$ cat src/hw/rtl/rdpd_pkg.sv
// Package for the rotary dial pulse decoder: payload structs, codes and constants.
// Used by rdpd_front, rdpd_fifo and rotary_dial_pulse_decoder_core; depends on nothing.
package rdpd_pkg;

  localparam int MAX_DIGITS_DEFAULT = 16;
  localparam int MAX_RESULTS        = 16;
  localparam int QUEUE_DEPTH        = 4;

  localparam logic [6:0] IDLE_WRAP       = 7'd100;
  localparam logic [3:0] PULSE_MAX       = 4'd15;
  localparam logic [3:0] PULSES_FOR_ZERO = 4'd10;

  // Input opcodes.
  localparam logic [1:0] OP_HOOK    = 2'd0;
  localparam logic [1:0] OP_CONTACT = 2'd1;
  localparam logic [1:0] OP_PULSE   = 2'd2;
  localparam logic [1:0] OP_POLL    = 2'd3;

  // Result actions.
  localparam logic [2:0] ACT_NONE         = 3'd0;
  localparam logic [2:0] ACT_DIAL_TONE    = 3'd1;
  localparam logic [2:0] ACT_HANG_UP      = 3'd2;
  localparam logic [2:0] ACT_DIAL_START   = 3'd3;
  localparam logic [2:0] ACT_PULSE        = 3'd4;
  localparam logic [2:0] ACT_DIGIT_STORED = 3'd5;
  localparam logic [2:0] ACT_CALL_DIGIT   = 3'd6;

  // Configuration register indexes.
  localparam int CFG_IDX_W = 2;
  localparam logic [CFG_IDX_W-1:0] REG_HOOK_DEBOUNCE    = 2'd0;
  localparam logic [CFG_IDX_W-1:0] REG_CONTACT_DEBOUNCE = 2'd1;
  localparam logic [CFG_IDX_W-1:0] REG_PULSE_DEBOUNCE   = 2'd2;
  localparam logic [CFG_IDX_W-1:0] REG_DIAL_IDLE_TICKS  = 2'd3;

  localparam logic [15:0] HOOK_DEBOUNCE_RESET    = 16'd100;
  localparam logic [15:0] CONTACT_DEBOUNCE_RESET = 16'd100;
  localparam logic [15:0] PULSE_DEBOUNCE_RESET   = 16'd100;
  localparam logic [6:0]  DIAL_IDLE_TICKS_RESET  = 7'd5;

  typedef struct packed {
    logic [1:0]  opcode;
    logic        hook_level;
    logic [31:0] now_ms;
  } in_t;

  typedef struct packed {
    logic [2:0] action;
    logic [3:0] digit;
    logic [4:0] digit_count;
    logic       off_hook;
    logic       dropped;
    logic       last;
  } out_t;

endpackage

$ cat src/hw/rtl/rdpd_front.sv
// Front part of the rotary dial pulse decoder: accepts events, debounces and
// classifies them, keeps all state and the digit store, and pushes results.
// Depends on rdpd_pkg.
module rdpd_front #(
  parameter int MAX_DIGITS = rdpd_pkg::MAX_DIGITS_DEFAULT
) (
  input  logic                           clk,
  input  logic                           rst,
  input  logic                           in_valid,
  output logic                           in_stall,
  input  rdpd_pkg::in_t                  in_data,
  input  logic                           cfg_valid,
  output logic                           cfg_ready,
  input  logic [rdpd_pkg::CFG_IDX_W-1:0] cfg_index,
  input  logic [15:0]                    cfg_data,
  output logic                           push,
  output rdpd_pkg::out_t                 push_data,
  input  logic                           fifo_full
);

  localparam int CAPACITY = (MAX_DIGITS < rdpd_pkg::MAX_RESULTS) ? MAX_DIGITS
                                                                  : rdpd_pkg::MAX_RESULTS;
  localparam int IDX_W = (CAPACITY > 1) ? $clog2(CAPACITY) : 1;

  typedef enum logic [2:0] {
    S_IDLE = 3'b001,
    S_READ = 3'b010,
    S_PUSH = 3'b100
  } state_t;

  state_t state, state_next;

  logic [15:0] hook_debounce_ms, contact_debounce_ms, pulse_debounce_ms;
  logic [6:0]  dial_idle_ticks;

  logic        hook_state, hook_state_next;
  logic        dial_active, dial_active_next;
  logic [3:0]  pulse_counter, pulse_counter_next;
  logic        call_placed, call_placed_next;
  logic [6:0]  idle_tick_counter, idle_tick_counter_next;
  logic [4:0]  stored_digits, stored_digits_next;
  logic [31:0] last_hook_time, last_hook_time_next;
  logic [31:0] last_contact_time, last_contact_time_next;
  logic [31:0] last_pulse_time, last_pulse_time_next;
  logic [4:0]  call_count, call_count_next;
  logic [IDX_W-1:0] rd_idx, rd_idx_next;

  logic [3:0] digit_store [CAPACITY];
  logic [3:0] rd_data;

  logic             wr_en;
  logic [IDX_W-1:0] wr_addr;
  logic [3:0]       wr_data;

  logic        accept;
  logic [31:0] hook_gap, contact_gap, pulse_gap;
  logic        hook_ok, contact_ok, pulse_ok;
  logic        call_go;
  logic [6:0]  idle_tmp;
  logic [4:0]  sd_tmp;
  logic [3:0]  digit_val;
  logic        call_last;

  assign in_stall  = (state != S_IDLE) || fifo_full;
  assign accept    = in_valid && !in_stall;
  assign cfg_ready = 1'b1;

  // Wrapping differences against each event class's last accepted time.
  assign hook_gap    = in_data.now_ms - last_hook_time;
  assign contact_gap = in_data.now_ms - last_contact_time;
  assign pulse_gap   = in_data.now_ms - last_pulse_time;
  assign hook_ok     = hook_gap > {16'd0, hook_debounce_ms};
  assign contact_ok  = contact_gap > {16'd0, contact_debounce_ms};
  assign pulse_ok    = pulse_gap > {16'd0, pulse_debounce_ms};

  assign call_last = ({{(5 - IDX_W){1'b0}}, rd_idx} + 5'd1) == call_count;

  always_comb begin
    state_next             = state;
    hook_state_next        = hook_state;
    dial_active_next       = dial_active;
    pulse_counter_next     = pulse_counter;
    call_placed_next       = call_placed;
    idle_tick_counter_next = idle_tick_counter;
    stored_digits_next     = stored_digits;
    last_hook_time_next    = last_hook_time;
    last_contact_time_next = last_contact_time;
    last_pulse_time_next   = last_pulse_time;
    call_count_next        = call_count;
    rd_idx_next            = rd_idx;
    wr_en                  = 1'b0;
    wr_addr                = stored_digits[IDX_W-1:0];
    wr_data                = 4'd0;
    call_go                = 1'b0;
    idle_tmp               = idle_tick_counter;
    sd_tmp                 = stored_digits;
    digit_val              = 4'd0;
    push                   = 1'b0;
    push_data              = '0;

    case (state)
      S_IDLE: begin
        if (accept) begin
          push_data.action = rdpd_pkg::ACT_NONE;
          case (in_data.opcode)
            rdpd_pkg::OP_HOOK: begin
              if (hook_ok) begin
                if (in_data.hook_level && !hook_state) begin
                  hook_state_next  = 1'b1;
                  push_data.action = rdpd_pkg::ACT_DIAL_TONE;
                end else if (!in_data.hook_level && hook_state) begin
                  hook_state_next    = 1'b0;
                  call_placed_next   = 1'b0;
                  stored_digits_next = 5'd0;
                  push_data.action   = rdpd_pkg::ACT_HANG_UP;
                end
                last_hook_time_next = in_data.now_ms;
              end
            end
            rdpd_pkg::OP_CONTACT: begin
              if (contact_ok) begin
                if (hook_state && !dial_active) begin
                  dial_active_next       = 1'b1;
                  idle_tick_counter_next = 7'd0;
                  push_data.action       = rdpd_pkg::ACT_DIAL_START;
                end else if (hook_state) begin
                  push_data.action = rdpd_pkg::ACT_DIGIT_STORED;
                  if (pulse_counter > rdpd_pkg::PULSES_FOR_ZERO) begin
                    push_data.dropped = 1'b1;
                  end else begin
                    digit_val = (pulse_counter == rdpd_pkg::PULSES_FOR_ZERO) ? 4'd0
                                                                             : pulse_counter;
                    push_data.digit = digit_val;
                    if (stored_digits < 5'(CAPACITY)) begin
                      wr_en              = 1'b1;
                      wr_data            = digit_val;
                      stored_digits_next = stored_digits + 5'd1;
                    end else begin
                      push_data.dropped = 1'b1;
                    end
                  end
                  pulse_counter_next     = 4'd0;
                  dial_active_next       = 1'b0;
                  idle_tick_counter_next = 7'd0;
                end
                last_contact_time_next = in_data.now_ms;
              end
            end
            rdpd_pkg::OP_PULSE: begin
              if (hook_state && pulse_ok) begin
                if (pulse_counter < rdpd_pkg::PULSE_MAX) begin
                  pulse_counter_next = pulse_counter + 4'd1;
                end
                idle_tick_counter_next = 7'd0;
                push_data.action       = rdpd_pkg::ACT_PULSE;
                last_pulse_time_next   = in_data.now_ms;
              end
            end
            default: begin
              // Poll tick: maybe place the call, then advance the idle counter.
              if (hook_state && (stored_digits != 5'd0) &&
                  (idle_tick_counter >= dial_idle_ticks) && !call_placed) begin
                call_go          = 1'b1;
                call_placed_next = 1'b1;
                call_count_next  = stored_digits;
                sd_tmp           = 5'd0;
                rd_idx_next      = '0;
                state_next       = S_READ;
              end
              if (!hook_state) begin
                idle_tmp = 7'd0;
                sd_tmp   = 5'd0;
              end
              if (idle_tmp >= rdpd_pkg::IDLE_WRAP) begin
                idle_tmp = 7'd0;
              end
              idle_tick_counter_next = idle_tmp + 7'd1;
              stored_digits_next     = sd_tmp;
            end
          endcase
          push                  = !call_go;
          push_data.digit_count = stored_digits_next;
          push_data.off_hook    = hook_state_next;
          push_data.last        = 1'b1;
        end
      end
      S_READ: begin
        state_next = S_PUSH;
      end
      S_PUSH: begin
        if (!fifo_full) begin
          push                  = 1'b1;
          push_data.action      = rdpd_pkg::ACT_CALL_DIGIT;
          push_data.digit       = rd_data;
          push_data.digit_count = stored_digits;
          push_data.off_hook    = hook_state;
          push_data.last        = call_last;
          if (call_last) begin
            state_next = S_IDLE;
          end else begin
            rd_idx_next = rd_idx + 1'b1;
            state_next  = S_READ;
          end
        end
      end
      default: begin
        state_next = S_IDLE;
      end
    endcase
  end

  always_ff @(posedge clk) begin
    if (wr_en) begin
      digit_store[wr_addr] <= wr_data;
    end
    if (state == S_READ) begin
      rd_data <= digit_store[rd_idx];
    end
  end

  always_ff @(posedge clk) begin
    if (rst) begin
      state               <= S_IDLE;
      hook_debounce_ms    <= rdpd_pkg::HOOK_DEBOUNCE_RESET;
      contact_debounce_ms <= rdpd_pkg::CONTACT_DEBOUNCE_RESET;
      pulse_debounce_ms   <= rdpd_pkg::PULSE_DEBOUNCE_RESET;
      dial_idle_ticks     <= rdpd_pkg::DIAL_IDLE_TICKS_RESET;
      hook_state          <= 1'b0;
      dial_active         <= 1'b0;
      pulse_counter       <= 4'd0;
      call_placed         <= 1'b0;
      idle_tick_counter   <= 7'd0;
      stored_digits       <= 5'd0;
      last_hook_time      <= 32'd0;
      last_contact_time   <= 32'd0;
      last_pulse_time     <= 32'd0;
      call_count          <= 5'd0;
      rd_idx              <= '0;
    end else begin
      state             <= state_next;
      hook_state        <= hook_state_next;
      dial_active       <= dial_active_next;
      pulse_counter     <= pulse_counter_next;
      call_placed       <= call_placed_next;
      idle_tick_counter <= idle_tick_counter_next;
      stored_digits     <= stored_digits_next;
      last_hook_time    <= last_hook_time_next;
      last_contact_time <= last_contact_time_next;
      last_pulse_time   <= last_pulse_time_next;
      call_count        <= call_count_next;
      rd_idx            <= rd_idx_next;
      if (cfg_valid && cfg_ready) begin
        case (cfg_index)
          rdpd_pkg::REG_HOOK_DEBOUNCE:    hook_debounce_ms    <= cfg_data;
          rdpd_pkg::REG_CONTACT_DEBOUNCE: contact_debounce_ms <= cfg_data;
          rdpd_pkg::REG_PULSE_DEBOUNCE:   pulse_debounce_ms   <= cfg_data;
          rdpd_pkg::REG_DIAL_IDLE_TICKS:  dial_idle_ticks     <= cfg_data[6:0];
          default: ;
        endcase
      end
    end
  end

  a_stall_while_calling: assert property (@(posedge clk) disable iff (rst)
    (state != S_IDLE) |-> in_stall)
    else $error("input taken while a call is streaming");

  a_no_push_when_full: assert property (@(posedge clk) disable iff (rst)
    push |-> !fifo_full)
    else $error("result pushed into a full queue");

  a_store_bounded: assert property (@(posedge clk) disable iff (rst)
    stored_digits <= 5'(CAPACITY))
    else $error("digit count beyond store capacity");

  a_idle_bounded: assert property (@(posedge clk) disable iff (rst)
    idle_tick_counter <= rdpd_pkg::IDLE_WRAP)
    else $error("idle tick counter out of range");

  a_call_empties_store: assert property (@(posedge clk) disable iff (rst)
    (state == S_IDLE && $past(state) == S_PUSH && !$past(rst)) |-> stored_digits == 5'd0)
    else $error("store not empty after a call");

endmodule

$ cat src/hw/rtl/rdpd_fifo.sv
// Result queue of the rotary dial pulse decoder: a short FIFO whose head drives
// the output channel directly. Depends on rdpd_pkg.
module rdpd_fifo (
  input  logic           clk,
  input  logic           rst,
  input  logic           push,
  input  rdpd_pkg::out_t push_data,
  output logic           full,
  output logic           out_valid,
  input  logic           out_stall,
  output rdpd_pkg::out_t out_data
);

  localparam int DEPTH = rdpd_pkg::QUEUE_DEPTH;
  localparam int PTR_W = (DEPTH > 1) ? $clog2(DEPTH) : 1;
  localparam int CNT_W = $clog2(DEPTH + 1);

  rdpd_pkg::out_t entries [DEPTH];
  logic [PTR_W-1:0] wr_ptr, rd_ptr;
  logic [CNT_W-1:0] count;
  logic             pop;

  assign full      = count == CNT_W'(DEPTH);
  assign out_valid = count != '0;
  assign out_data  = entries[rd_ptr];
  assign pop       = out_valid && !out_stall;

  always_ff @(posedge clk) begin
    if (push) begin
      entries[wr_ptr] <= push_data;
    end
  end

  always_ff @(posedge clk) begin
    if (rst) begin
      wr_ptr <= '0;
      rd_ptr <= '0;
      count  <= '0;
    end else begin
      if (push) begin
        wr_ptr <= (wr_ptr == PTR_W'(DEPTH - 1)) ? '0 : wr_ptr + 1'b1;
      end
      if (pop) begin
        rd_ptr <= (rd_ptr == PTR_W'(DEPTH - 1)) ? '0 : rd_ptr + 1'b1;
      end
      case ({push, pop})
        2'b10:   count <= count + 1'b1;
        2'b01:   count <= count - 1'b1;
        default: count <= count;
      endcase
    end
  end

  a_count_bounded: assert property (@(posedge clk) disable iff (rst)
    count <= CNT_W'(DEPTH))
    else $error("queue count beyond depth");

  a_head_holds: assert property (@(posedge clk) disable iff (rst)
    (out_valid && out_stall) |=> out_valid && $stable(rd_ptr))
    else $error("stalled head moved");

  a_push_not_full: assert property (@(posedge clk) disable iff (rst)
    push |-> !full)
    else $error("push into a full queue");

endmodule

$ cat src/hw/rtl/rotary_dial_pulse_decoder_core.sv
// Rotary dial pulse decoder, top level: front part and result queue.
// Depends on rdpd_pkg, rdpd_front and rdpd_fifo.
//
// Events come in on the input channel (in_valid, in_stall, in_data): hook
// changes, dial contact edges, pulse edges and poll ticks, each with a
// millisecond timestamp. Results leave on the output channel (out_valid,
// out_stall, out_data). Registers are written on the cfg channel, which is
// always ready; writes belong to times when no event is in flight.
// An event is decoded in the cycle it is accepted; its result sits in a
// four-entry queue and shows at the output in the cycle after. Ordinary events
// are taken one per cycle while the queue is not full. A poll tick that places a
// call streams its N stored digits, each a read of the digit store followed by
// a push, so the front holds in_stall until the last digit has been pushed.
// When the receiver stalls, results pile up in the queue; once it is full
// the front stalls its input as well, and nothing is lost.
// Synchronous reset restores the register defaults, goes on hook, clears the
// counters and timestamps and empties the queue; the digit store holds no
// reset and is only read where it has been written.
module rotary_dial_pulse_decoder_core #(
  parameter int MAX_DIGITS = rdpd_pkg::MAX_DIGITS_DEFAULT
) (
  input  logic                           clk,
  input  logic                           rst,
  input  logic                           in_valid,
  output logic                           in_stall,
  input  rdpd_pkg::in_t                  in_data,
  output logic                           out_valid,
  input  logic                           out_stall,
  output rdpd_pkg::out_t                 out_data,
  input  logic                           cfg_valid,
  output logic                           cfg_ready,
  input  logic [rdpd_pkg::CFG_IDX_W-1:0] cfg_index,
  input  logic [15:0]                    cfg_data
);

  logic           push;
  rdpd_pkg::out_t push_data;
  logic           fifo_full;

  rdpd_front #(
    .MAX_DIGITS(MAX_DIGITS)
  ) u_front (
    .clk       (clk),
    .rst       (rst),
    .in_valid  (in_valid),
    .in_stall  (in_stall),
    .in_data   (in_data),
    .cfg_valid (cfg_valid),
    .cfg_ready (cfg_ready),
    .cfg_index (cfg_index),
    .cfg_data  (cfg_data),
    .push      (push),
    .push_data (push_data),
    .fifo_full (fifo_full)
  );

  rdpd_fifo u_fifo (
    .clk       (clk),
    .rst       (rst),
    .push      (push),
    .push_data (push_data),
    .full      (fifo_full),
    .out_valid (out_valid),
    .out_stall (out_stall),
    .out_data  (out_data)
  );

endmodule
$ cat config.mk
export PLATFORM = sky130hd
export DESIGN_NAME = rotary_dial_pulse_decoder_core
export DESIGN_NICKNAME = d
export VERILOG_FILES = /design/src/hw/rtl/rdpd_pkg.sv /design/src/hw/rtl/rdpd_front.sv /design/src/hw/rtl/rdpd_fifo.sv /design/src/hw/rtl/rotary_dial_pulse_decoder_core.sv
export SDC_FILE = /design/constraint.sdc
export NUM_CORES = 1
export LEC_CHECK = 0
export BUFFER_PORTS_ARGS = -buffer_cell sky130_fd_sc_hd__buf_2
export CAP_MARGIN = 30
export CORE_MARGIN = 8
export CORE_UTILIZATION = 63
export DETAILED_ROUTE_END_ITERATION = 8
export PLACE_DENSITY = 0.81
export SLEW_MARGIN = 20
export SYNTH_ARGS = -nofsm -noshare
export SYNTH_HDL_FRONTEND = slang
export SYNTH_SLANG_ARGS = --single-unit
export TNS_END_PERCENT = 20
$ cat constraint.sdc
create_clock -name clk -period 7.2 [get_ports clk]
set_input_delay 0.36 -clock clk [delete_from_list [all_inputs] [get_ports clk]]
set_output_delay 0.36 -clock clk [all_outputs]
set_load 0.1 [all_outputs]
==> summary.md <==
| Metric | Value |
|---|---|
| Synth area leaders | edfxtp_1 (19%), dfxtp_1 (19%), ha_1 (10%), mux2i_1 (5.4%), a21oi_1 (4.5%) |
| Crit path cell chain | ha_1 > fa_1 > nor2b_1 > o2111ai_1 > a2111oi_0 > nor3b_2 > xnor2_1 > ha_1 > nand4_1 > nor2_1 > a2111oi_0 > a22oi_1 > nor4_1 > nand4_1 > nor4_4 > nor2b_1 > a32oi_1 > o21ai_1 |
| CP peak stage delay | 690 ps |
| Setup TNS | 0 ps |
| Flop-to-flop setup slack | 1260 ps |
| Unrepaired setup endpoints after global routing | false |
| Crit. End Element | register |
| Post-Syn Nets | 2455 |
| CP max stage cell | a2111oi_0 |
| Largest net degree at the start of global routing | 122 |
| # nets final | 2484 |
| TritonCTS buffer count | 37 |
| GRT Residual Overflow | 0 |
| Placer Congestion | 0.9372 |
| Routed Antenna Nets | 0 |
| CTS Sinks | 319 |
| WP data arrival | 6170 ps |
| Max Clk Rate | 168.5 MHz |
| Row count | 65 |
| Number of flops mapped to enable cells by yosys | 128 |
| DIE AREA | 0.03826 mm2 |
| Critical path class | reg -> reg |
| Cells after Synth | 2227 |
| Sequential share of the synthesized area | 0.3773 |
| Final Max Slew Viols | 0 |
| Reg2reg start | u_front.last_contact_time[0] |
| P per Cell Area | 236.9 mW/mm2 |
| VDD IR max | 0.3250 mV |
| Count of different cell masters after synthesis | 99 |
| Reg2reg end | u_fifo.entries[0][7] |
| Max cap viols | 0 |
| Port bufs | 74 |
| Post-DP HPWL | 38590 um |
| Final Cell Area | 0.02213 mm2 |
| Cell family with most CP delay | simple AND/OR/NAND/NOR gates |
| WHS Path Cells | 3 |
| Avg Inst Size Synth | 9.125 um2 |
| Die height | 195.6 um |
| Worst slew margin | 0.3195 |
| Met1 Resource Use GR | 0.3698 |
| Area of the mapped netlist | 0.02032 mm2 |
| Slew of the pin with the lowest slew margin | 1021 ps |
| Worst Setup SP | u_front.last_contact_time[0] |
| Crit path time final | 5936 ps |
| CTS tree | done |
| Routed WL per cell | 19.38 um |
| Cell taking the most area after synthesis | edfxtp_1 |
| Vias/cell | 6.290 |
| Placed Area | 0.02086 mm2 |
| Vias in the first global route | 16200 |
| Type of the most critical hold path | in -> reg |
| Vias | 16900 |
| Hold_sp | cfg_data[3] |
| Endpoints failing hold | 0 |
| Residual DRC count | 0 |
| Top-Level Pins | 76 |
| Area Overhead vs Synth | 8.897% |
| CTS root buffer | clkbuf_16 |
| Initial Utilization | 0.6424 |
| Total power | 0.005242 W |
| Ant. Diodes | 0 |
| Gr busiest metal | met2 |
| Worst R2R Path Depth | 18 |
| Prevailing post-synth register cell | dfxtp_1 |
| GRT met3 Usage | 0.04419 |
| Worst skew pair latency | 530 ps |
| Final cycle utilization of the critical path | 0.8244 |
| Layout cell share with drive strength beyond 1 | 0.1007 |
| Share of the synthesized area in the top cell type | 0.1891 |
| Setup repair bufs after CTS | 0 |
| Hold buffers post-CTS | 0 |
| Synth warnings | 0 |
| Worst Path Required | 7430 ps |
| Post-cts resize count | 0 |
| Asr flop ratio synth | 0 |
| Status | completed |
| Hold endpoint | u_front.pulse_debounce_ms[3] |
| Grt met2 use | 0.4127 |
| Synth Register Bits | 319 |
| Final Skew | 17.85 ps |
| Pleak | 8.230 nW |
| Worst Path Buf+Inv | 0 |
| Number of buffers on the longest clock path | 3 |
| First-pass GRT wire length | 83900 um |
| Htree depth | 2 |
| Initial antenna violation count | 0 |
| Crit-path max FO | 10 |
| Total core area | 0.03164 mm2 |
| Die X | 195.6 um |
| Drt total wl | 52050 um |
| Clock Pin Slew Worst Setup and Hold Paths | 60 ps |
| Setup-failing EPs final | 0 |
| Pre-Repair DR Iteration Count | 6 |
| Startpoint type of the worst setup path | register |
| 1st-iter DRT viols | 1536 |
| GRT Util Overall | 0.2649 |
[cells by family (layout without fill, tap and decap cells)]
kind of cell	count (synthesis)	count (layout)	share of synthesized area
AO/OA/AOI/OAI	514	514	0.1682
XOR/XNOR	74	74	0.03189
adder cells (fa/ha/maj)	170	170	0.1061
buffers and inverters	287	344	0.05689
flip-flops	319	319	0.3773
multiplexers	147	147	0.09408
other	1	1	0.0001845
AND/OR/NAND/NOR	715	715	0.1653
[final cells by class]
type | count | area [um2]
clock buffers | 46 | 989.7
clock inverters | 21 | 254.0
fillers | 2437 | 9507
inverters | 189 | 709.4
multi-input cells | 1621 | 11520
flip-flops and latches | 319 | 7667
well taps | 402 | 503.0
repair buffers | 88 | 489.2
[worst min-delay path, stage by stage]
cell,delay [ps]
buf_2,140
nand2_1,60
a21oi_1,50
[power breakdown]
group	internal, W	switching [W]	total [W]
Clock	0.00114	0.000779	0.00192
Sequential	0.00194	0.0000479	0.00199
Combinational	0.000429	0.000905	0.00133
Total	0.00351	0.00173	0.00524
[flip-flops by register name (all words and copies together) (netlist names), 5 cells and up, named ones only]
name	count
u_fifo.entries	60
u_front.call_count	5
u_front.contact_debounce_ms	16
u_front.dial_idle_ticks	7
u_front.digit_store	64
u_front.hook_debounce_ms	16
u_front.idle_tick_counter	7
u_front.last_contact_time	32
u_front.last_hook_time	32
u_front.last_pulse_time	32
u_front.pulse_debounce_ms	16
u_front.stored_digits	5
[cell usage in the layout, fill, tap and decap left out, types with 16 or more instances in the layout]
cell and instances:
edfxtp_1 128, mux4_2 35, o21a_1 18, nand2b_1 22, a211oi_1 27, inv_1 188, nand4_1 45, dfxtp_1 191
ha_1 166, a21oi_1 181, clkbuf_16 37, o21ai_0 78, mux2i_1 110, xnor2_1 39, xor2_1 35, buf_2 73
a31oi_1 16, a21o_1 34, nor2b_1 24, nor2_1 229, nand2_1 215, nand3_1 48, nor3_1 34
[worst max path at each step]
stage                                             to  slack, ps  cells past startpoint
final                           u_fifo.entries[0][7]       1260                     18
after global routing            u_fifo.entries[0][7]        590                     18
after CTS                  u_front.digit_store[8][2]       1300                     18
after detailed placement  u_front.digit_store[11][2]       1070                     20
after global placement          u_fifo.entries[0][4]       1360                     20
after floorplan            u_front.digit_store[0][3]       1120                     19
[through the flow]
stage	setup slack, ps	instances	utilization	hold slack [ps]
floorplan	1123	2227	-	436.3
global placement	1357	2614	0.6588	444.2
detailed placement	1073	2616	0.6595	447.5
CTS	1300	2683	0.6988	101.9
global route	590.0	2686	0.6995	122.1
finish	1264	2686	0.6995	119.6
[synthesized netlist by cell type (35+ instances only)]
| cell type | n |
|---|---|
| nor2_1 | 229 |
| xnor2_1 | 39 |
| mux2i_1 | 110 |
| nand3_1 | 49 |
| xor2_1 | 35 |
| a21oi_1 | 181 |
| o21ai_0 | 78 |
| ha_1 | 166 |
| dfxtp_1 | 191 |
| clkbuf_1 | 69 |
| edfxtp_1 | 128 |
| nand4_1 | 45 |
| nand2_1 | 215 |
| mux4_2 | 35 |
| inv_1 | 188 |
[routing by layer]
layer  wire, um  up-vias
met5          0        -
met4       1514        0
met3       3983      111
met2      23200      680
met1      23360     8010
li1           -     8095
(Power assumes the default switching activity.)
